File: src/rtl/core/btop_pkg.sv
`timescale 1ns / 1ps
package btop_pkg;

    localparam int PRICE_W   = 48;
    localparam int FACT_W    = 32;
    localparam int PROB_W    = 31;
    localparam int STEPS_W   = 11;
    localparam int HALF_W    = 24;
    localparam int ACC_W     = 80;
    localparam int CFG_IDX_W = 3;

    localparam logic [PROB_W-1:0]  ONE_Q30    = 31'h4000_0000;
    localparam logic [STEPS_W-1:0] STEPS_RST  = 11'd1;
    localparam logic [FACT_W-1:0]  UP_RST     = 32'd1181116006;
    localparam logic [FACT_W-1:0]  DOWN_RST   = 32'd976128930;
    localparam logic [PROB_W-1:0]  PROB_RST   = 31'd536870912;
    localparam logic [PROB_W-1:0]  DISC_RST   = 31'd1073741824;

    typedef enum logic [CFG_IDX_W-1:0] {
        CFG_TREE_STEPS = 3'd0,
        CFG_UP_FACTOR  = 3'd1,
        CFG_DOWN_FACTOR = 3'd2,
        CFG_UP_PROB    = 3'd3,
        CFG_DISCOUNT   = 3'd4
    } cfg_idx_t;

    typedef enum logic [1:0] {
        A_X,
        A_CUR,
        A_VDN,
        A_BLEND
    } a_sel_t;

    typedef enum logic [2:0] {
        F_DOWN,
        F_UP,
        F_P,
        F_Q,
        F_DISC
    } f_sel_t;

    typedef enum logic [4:0] {
        S_IDLE,
        S_DWRITE,
        S_DMUL_LO,
        S_DMUL_HI,
        S_DRND,
        S_COL_RD,
        S_COL_LD,
        S_SWRITE,
        S_SMUL_LO,
        S_SMUL_HI,
        S_SRND,
        S_PAY,
        S_VRD,
        S_BL0,
        S_BL1,
        S_BL2,
        S_BL3,
        S_BRND,
        S_SC0,
        S_SC1,
        S_NODE,
        S_VWJ,
        S_DONE
    } state_t;

    typedef struct packed {
        logic   load;
        logic   mac;
        logic   mac_clr;
        logic   mac_hi;
        a_sel_t a_sel;
        f_sel_t f_sel;
        logic   x_round;
        logic   x_from_down;
        logic   blend_round;
        logic   cur_payoff;
        logic   node_update;
        logic   dn_we;
        logic   st_we;
        logic   vw_cur_j;
        logic   k_inc;
        logic   k_dec;
        logic   k_from_j;
        logic   j_from_n;
        logic   j_dec;
        logic   out_load;
    } cmd_t;

    typedef struct packed {
        logic k_eq_n;
        logic k_eq_j;
        logic j_zero;
        logic out_full;
    } stat_t;

endpackage

File: src/rtl/core/btop_ctrl.sv
`timescale 1ns / 1ps
module btop_ctrl (
    input  logic           clk,
    input  logic           rst_n,
    input  logic           s_tvalid,
    output logic           s_tready,
    output btop_pkg::cmd_t cmd,
    input  btop_pkg::stat_t stat
);
    import btop_pkg::*;

    state_t state_reg;
    state_t state_next;

    always_ff @(posedge clk or negedge rst_n)
    begin
        if (!rst_n)
        begin
            state_reg <= S_IDLE;
        end
        else
        begin
            state_reg <= state_next;
        end
    end

    always_comb
    begin
        state_next = state_reg;
        unique case (state_reg)
            S_IDLE:    if (s_tvalid) state_next = S_DWRITE;
            S_DWRITE:  state_next = stat.k_eq_n ? S_COL_RD : S_DMUL_LO;
            S_DMUL_LO: state_next = S_DMUL_HI;
            S_DMUL_HI: state_next = S_DRND;
            S_DRND:    state_next = S_DWRITE;
            S_COL_RD:  state_next = S_COL_LD;
            S_COL_LD:  state_next = S_SWRITE;
            S_SWRITE:  state_next = stat.k_eq_n ? S_PAY : S_SMUL_LO;
            S_SMUL_LO: state_next = S_SMUL_HI;
            S_SMUL_HI: state_next = S_SRND;
            S_SRND:    state_next = S_SWRITE;
            S_PAY:     state_next = stat.k_eq_j ? S_VWJ : S_VRD;
            S_VRD:     state_next = S_BL0;
            S_BL0:     state_next = S_BL1;
            S_BL1:     state_next = S_BL2;
            S_BL2:     state_next = S_BL3;
            S_BL3:     state_next = S_BRND;
            S_BRND:    state_next = S_SC0;
            S_SC0:     state_next = S_SC1;
            S_SC1:     state_next = S_NODE;
            S_NODE:    state_next = stat.k_eq_j ? S_VWJ : S_VRD;
            S_VWJ:     state_next = stat.j_zero ? S_DONE : S_COL_RD;
            S_DONE:    if (!stat.out_full) state_next = S_IDLE;
            default:   state_next = S_IDLE;
        endcase
    end

    always_comb
    begin
        cmd      = '0;
        s_tready = 1'b0;
        unique case (state_reg)
            S_IDLE:
            begin
                s_tready = 1'b1;
                cmd.load = s_tvalid;
            end
            S_DWRITE:
            begin
                cmd.dn_we    = 1'b1;
                cmd.j_from_n = stat.k_eq_n;
                cmd.k_inc    = !stat.k_eq_n;
            end
            S_DMUL_LO:
            begin
                cmd.mac     = 1'b1;
                cmd.mac_clr = 1'b1;
                cmd.a_sel   = A_X;
                cmd.f_sel   = F_DOWN;
            end
            S_DMUL_HI:
            begin
                cmd.mac    = 1'b1;
                cmd.mac_hi = 1'b1;
                cmd.a_sel  = A_X;
                cmd.f_sel  = F_DOWN;
            end
            S_DRND:    cmd.x_round = 1'b1;
            S_COL_RD:  cmd.k_from_j = 1'b1;
            S_COL_LD:  cmd.x_from_down = 1'b1;
            S_SWRITE:
            begin
                cmd.st_we = 1'b1;
                cmd.k_inc = !stat.k_eq_n;
            end
            S_SMUL_LO:
            begin
                cmd.mac     = 1'b1;
                cmd.mac_clr = 1'b1;
                cmd.a_sel   = A_X;
                cmd.f_sel   = F_UP;
            end
            S_SMUL_HI:
            begin
                cmd.mac    = 1'b1;
                cmd.mac_hi = 1'b1;
                cmd.a_sel  = A_X;
                cmd.f_sel  = F_UP;
            end
            S_SRND:    cmd.x_round = 1'b1;
            S_PAY:
            begin
                cmd.cur_payoff = 1'b1;
                cmd.k_dec      = !stat.k_eq_j;
            end
            S_VRD:     cmd = '0;
            S_BL0:
            begin
                cmd.mac     = 1'b1;
                cmd.mac_clr = 1'b1;
                cmd.a_sel   = A_CUR;
                cmd.f_sel   = F_P;
            end
            S_BL1:
            begin
                cmd.mac    = 1'b1;
                cmd.mac_hi = 1'b1;
                cmd.a_sel  = A_CUR;
                cmd.f_sel  = F_P;
            end
            S_BL2:
            begin
                cmd.mac   = 1'b1;
                cmd.a_sel = A_VDN;
                cmd.f_sel = F_Q;
            end
            S_BL3:
            begin
                cmd.mac    = 1'b1;
                cmd.mac_hi = 1'b1;
                cmd.a_sel  = A_VDN;
                cmd.f_sel  = F_Q;
            end
            S_BRND:    cmd.blend_round = 1'b1;
            S_SC0:
            begin
                cmd.mac     = 1'b1;
                cmd.mac_clr = 1'b1;
                cmd.a_sel   = A_BLEND;
                cmd.f_sel   = F_DISC;
            end
            S_SC1:
            begin
                cmd.mac    = 1'b1;
                cmd.mac_hi = 1'b1;
                cmd.a_sel  = A_BLEND;
                cmd.f_sel  = F_DISC;
            end
            S_NODE:
            begin
                cmd.node_update = 1'b1;
                cmd.k_dec       = !stat.k_eq_j;
            end
            S_VWJ:
            begin
                cmd.vw_cur_j = 1'b1;
                cmd.j_dec    = !stat.j_zero;
            end
            S_DONE:    cmd.out_load = !stat.out_full;
            default:   cmd = '0;
        endcase
    end

    a_out_free: assert property (@(posedge clk) disable iff (!rst_n)
        cmd.out_load |-> !stat.out_full)
        else $error("result loaded over an unread word");

    a_k_low: assert property (@(posedge clk) disable iff (!rst_n)
        cmd.k_dec |-> !stat.k_eq_j)
        else $error("node index stepped below its column");

    a_k_high: assert property (@(posedge clk) disable iff (!rst_n)
        cmd.k_inc |-> !stat.k_eq_n)
        else $error("node index stepped past the last level");

    a_busy: assert property (@(posedge clk) disable iff (!rst_n)
        (s_tvalid && s_tready) |=> !s_tready)
        else $error("new word taken while an option is in progress");

endmodule

File: config.mk
export PLATFORM = sky130hd
export DESIGN_NAME = btop_ctrl
export DESIGN_NICKNAME = d
export VERILOG_FILES = /design/src/rtl/core/btop_pkg.sv /design/src/rtl/core/btop_ctrl.sv
export SDC_FILE = /design/constraint.sdc
export NUM_CORES = 1
export LEC_CHECK = 0
export BUFFER_PORTS_ARGS = -buffer_cell sky130_fd_sc_hd__buf_2
export CAP_MARGIN = 15
export CORE_MARGIN = 2
export CORE_UTILIZATION = 50
export CTS_CLUSTER_SIZE = 24
export DETAILED_ROUTE_END_ITERATION = 7
export HOLD_SLACK_MARGIN = 0.06
export PLACE_DENSITY = 0.78
export SLEW_MARGIN = 20
export SYNTH_ARGS = -nofsm -noshare
export SYNTH_HDL_FRONTEND = slang
export SYNTH_SLANG_ARGS = --single-unit
File: constraint.sdc
create_clock -name clk -period 3.6 [get_ports clk]
set_clock_uncertainty 0.05 [all_clocks]
set_input_delay 0.36 -clock clk [delete_from_list [all_inputs] [get_ports clk]]
set_output_delay 0.36 -clock clk [all_outputs]
set_load 0.1 [all_outputs]
==> results by group <==
Drt
  • Per-cell routed wire length: 14.4 um
  • Final wirelength: 2.35 mm
  • DRC: 0
  • Antenna viol nets, final: 0
  • First-pass DRT Iterations: 4
  • Vias: 1030
  • DR vias/cell: 6.32
  • DR iter-0 viols: 35

Critical path
  • Worst Path Arrival: 2.35 ns
  • Kind of critical path: flip-flop to output port
  • Worst reg2reg setup slack: 1.55 ns
  • CP endpoint kind: output port
  • Worst setup path startpoint: state_reg[3]$_DFFE_PN0P_
  • Crit Path Max Fanout: 26
  • FF-to-FF End: state_reg[1]$_DFFE_PN0P_
  • Critical R2R Launch: state_reg[2]$_DFFE_PN0P_
  • Cells on worst reg2reg path: 5
  • Worst Setup EP: cmd[19]
  • Worst setup SP type: flip-flop
  • Critical Path RT: 3.19 ns

Final layout
  • Count of nets after finishing: 155
  • Most common cell after layout, fill and taps aside: buf_2
  • Antenna Cells: 0
  • Commonest cells after routing, fill and taps aside: buf_2 (30), nor2_1 (16), o21ai_0 (9), a21oi_1 (9)
  • # fillers: 149
  • Area delta synth->final: 17.6%
  • Final instance area: 0.00101 mm2
  • Largest register FFs: 5
  • Layout cells sized above 1: 29.9%
  • Final cell count without fillers: 163

GRT
  • Antenna violations before repair: 0
  • Global-route wire length before repair: 4.00 mm
  • Pin count of the biggest net entering global routing: 27
  • GRT Util Overall: 26.1%
  • Total gr overflow: 0
  • Vias in the first global route: 881

Min path
  • HP Class: input port to flip-flop
  • Hold Path Depth: 3
  • Hold Crit Start: stat[2]

Yosys
  • Synthesized area: 858 um2
  • Synth top area share: 14.6%
  • Syn nets: 132
  • Largest cells by area after synthesis: dfrtp_1 (15%), nor2_1 (7.9%), buf_2 (5.8%), a21oi_1 (5.2%), o21ai_0 (5.2%)
  • Share of flip-flops with an asynchronous set or reset: 100%
  • Seq cells post-synth: 5
  • Sequential-to-total area share from yosys stat: 14.6%
  • Synth unique cells: 46
  • Syn. warnings: 0
  • Number of enable flip-flop cells after synthesis: 0
  • Syn_area_per_cell: 6.87 um2
  • Main flop type after synthesis: dfrtp_1
  • Yosys top cell by area: dfrtp_1
  • Post-Syn Instances: 125

STA
  • Hold Violations, Final: 0
  • Crit share post-route: 76.8%
  • Fin crit period: 2.76 ns
  • Max Clk Rate: 362 MHz
  • RSZ-0062 raised after global routing: false
  • Final slew viol count: 0
  • Worst rel slew slack: 49.1%
  • Post-Route Setup TNS: 0 ns
  • Final setup viols: 0
  • Worst-margin pin slew: 0.763 ns
  • Min Hold Slack: 0.373 ns

Placement
  • Placed Instances: 158
  • Area after DPL: 973 um2
  • Post-DP HPWL: 1.71 mm
  • PortBufs: 30
  • Gpl congestion: 0.940

Run
  • Max-cap violations: 0

Clocking
  • CTS buffer count: 3
  • H-Tree Depth: 1
  • Clock sink total: 5
  • CTS root buffer: clkbuf_4
  • CTS tree: yes
  • Clock buffer depth: 2
  • Clk_lat worst skew: 0.24 ns
  • Post-cts resize count: 0
  • Postcts setup bufs: 0
  • Reg clk slew, reported paths: 0.04 ns
  • Hold buffers post-CTS: 1

Floorplanning
  • IO Pins: 31
  • Die area: 0.00206 mm2
  • Row count: 14
  • Core area: 0.00156 mm2
  • Die X: 45.4 um
  • Initial Utilization: 55.1%
  • Die height: 45.4 um

Outcome
  • Outcome: finished clean
## worst min-delay path by stage
| stage | to |
|---|---|
| 2_1_floorplan | state_reg[0]$_DFFE_PN0P_ |
| 3_3_place_gp | state_reg[0]$_DFFE_PN0P_ |
| 3_5_place_dp | state_reg[1]$_DFFE_PN0P_ |
| 4_1_cts | state_reg[4]$_DFFE_PN0P_ |
| 5_1_grt | state_reg[4]$_DFFE_PN0P_ |
| 6_report | state_reg[4]$_DFFE_PN0P_ |
## metrics by stage
step	util [%]	setup WS (ns)
6_report	64.8	0.836
5_1_grt	64.8	0.578
4_1_cts	64.8	0.839
3_5_place_dp	62.4	1.10
3_3_place_gp	62.4	1.16
2_1_floorplan	-	0.00660
## metal layers
layer	global-route usage [%]	wire length [um]
met4	8.82	17
met5	0	0
met1	36.1	984
met2	41.7	1110
met3	3.17	232
## synthesized netlist by cell type, types with 2 or more instances
master,n
buf_2,10
o21ai_0,9
inv_1,5
o32ai_1,3
nand3b_1,5
o21a_1,2
a22oi_1,2
nand2_1,7
nand2b_1,6
nor2_1,18
mux2i_1,2
and2_1,2
a21oi_1,9
nor3_1,7
clkbuf_1,2
dfrtp_1,5
o22ai_1,2
## cell type report
| class | count | area, um2 | area share, % |
|---|---|---|---|
| Multi-Input combinational cell | 101 | 652 | 64.6 |
| Timing Repair Buffer | 32 | 168 | 16.6 |
| Sequential cell | 5 | 125 | 12.4 |
| Clock buffer | 4 | 26.3 | 2.60 |
| Tap cell | 16 | 20.0 | 1.98 |
| Inverter | 5 | 18.8 | 1.86 |
## worst max-delay path: stages, from the launching register on
cell and delay [ns]:
dfrtp_1 0.83, nand2b_1 0.34, mux2i_1 0.26, a21oi_1 0.10, o22ai_1 0.13, buf_2 0.45
## kinds of logic (layout without fill, tap and decap cells)
kind of cell	count (synthesis)	count (layout)	share of synthesized area, %
and+or+nand+nor	57	57	37.9
AOI/OAI and AO/OA	40	40	31.8
buffers and inverters	19	41	11.1
DFF	5	5	14.6
muxes	2	2	2.33
adders and majority gates	1	1	1.31
xor gates and xnor gates	1	1	1.02
Power is left out: the tool's default activity adds up to more than one toggle a clock period on the data nets, which glitch-free logic cannot reach.
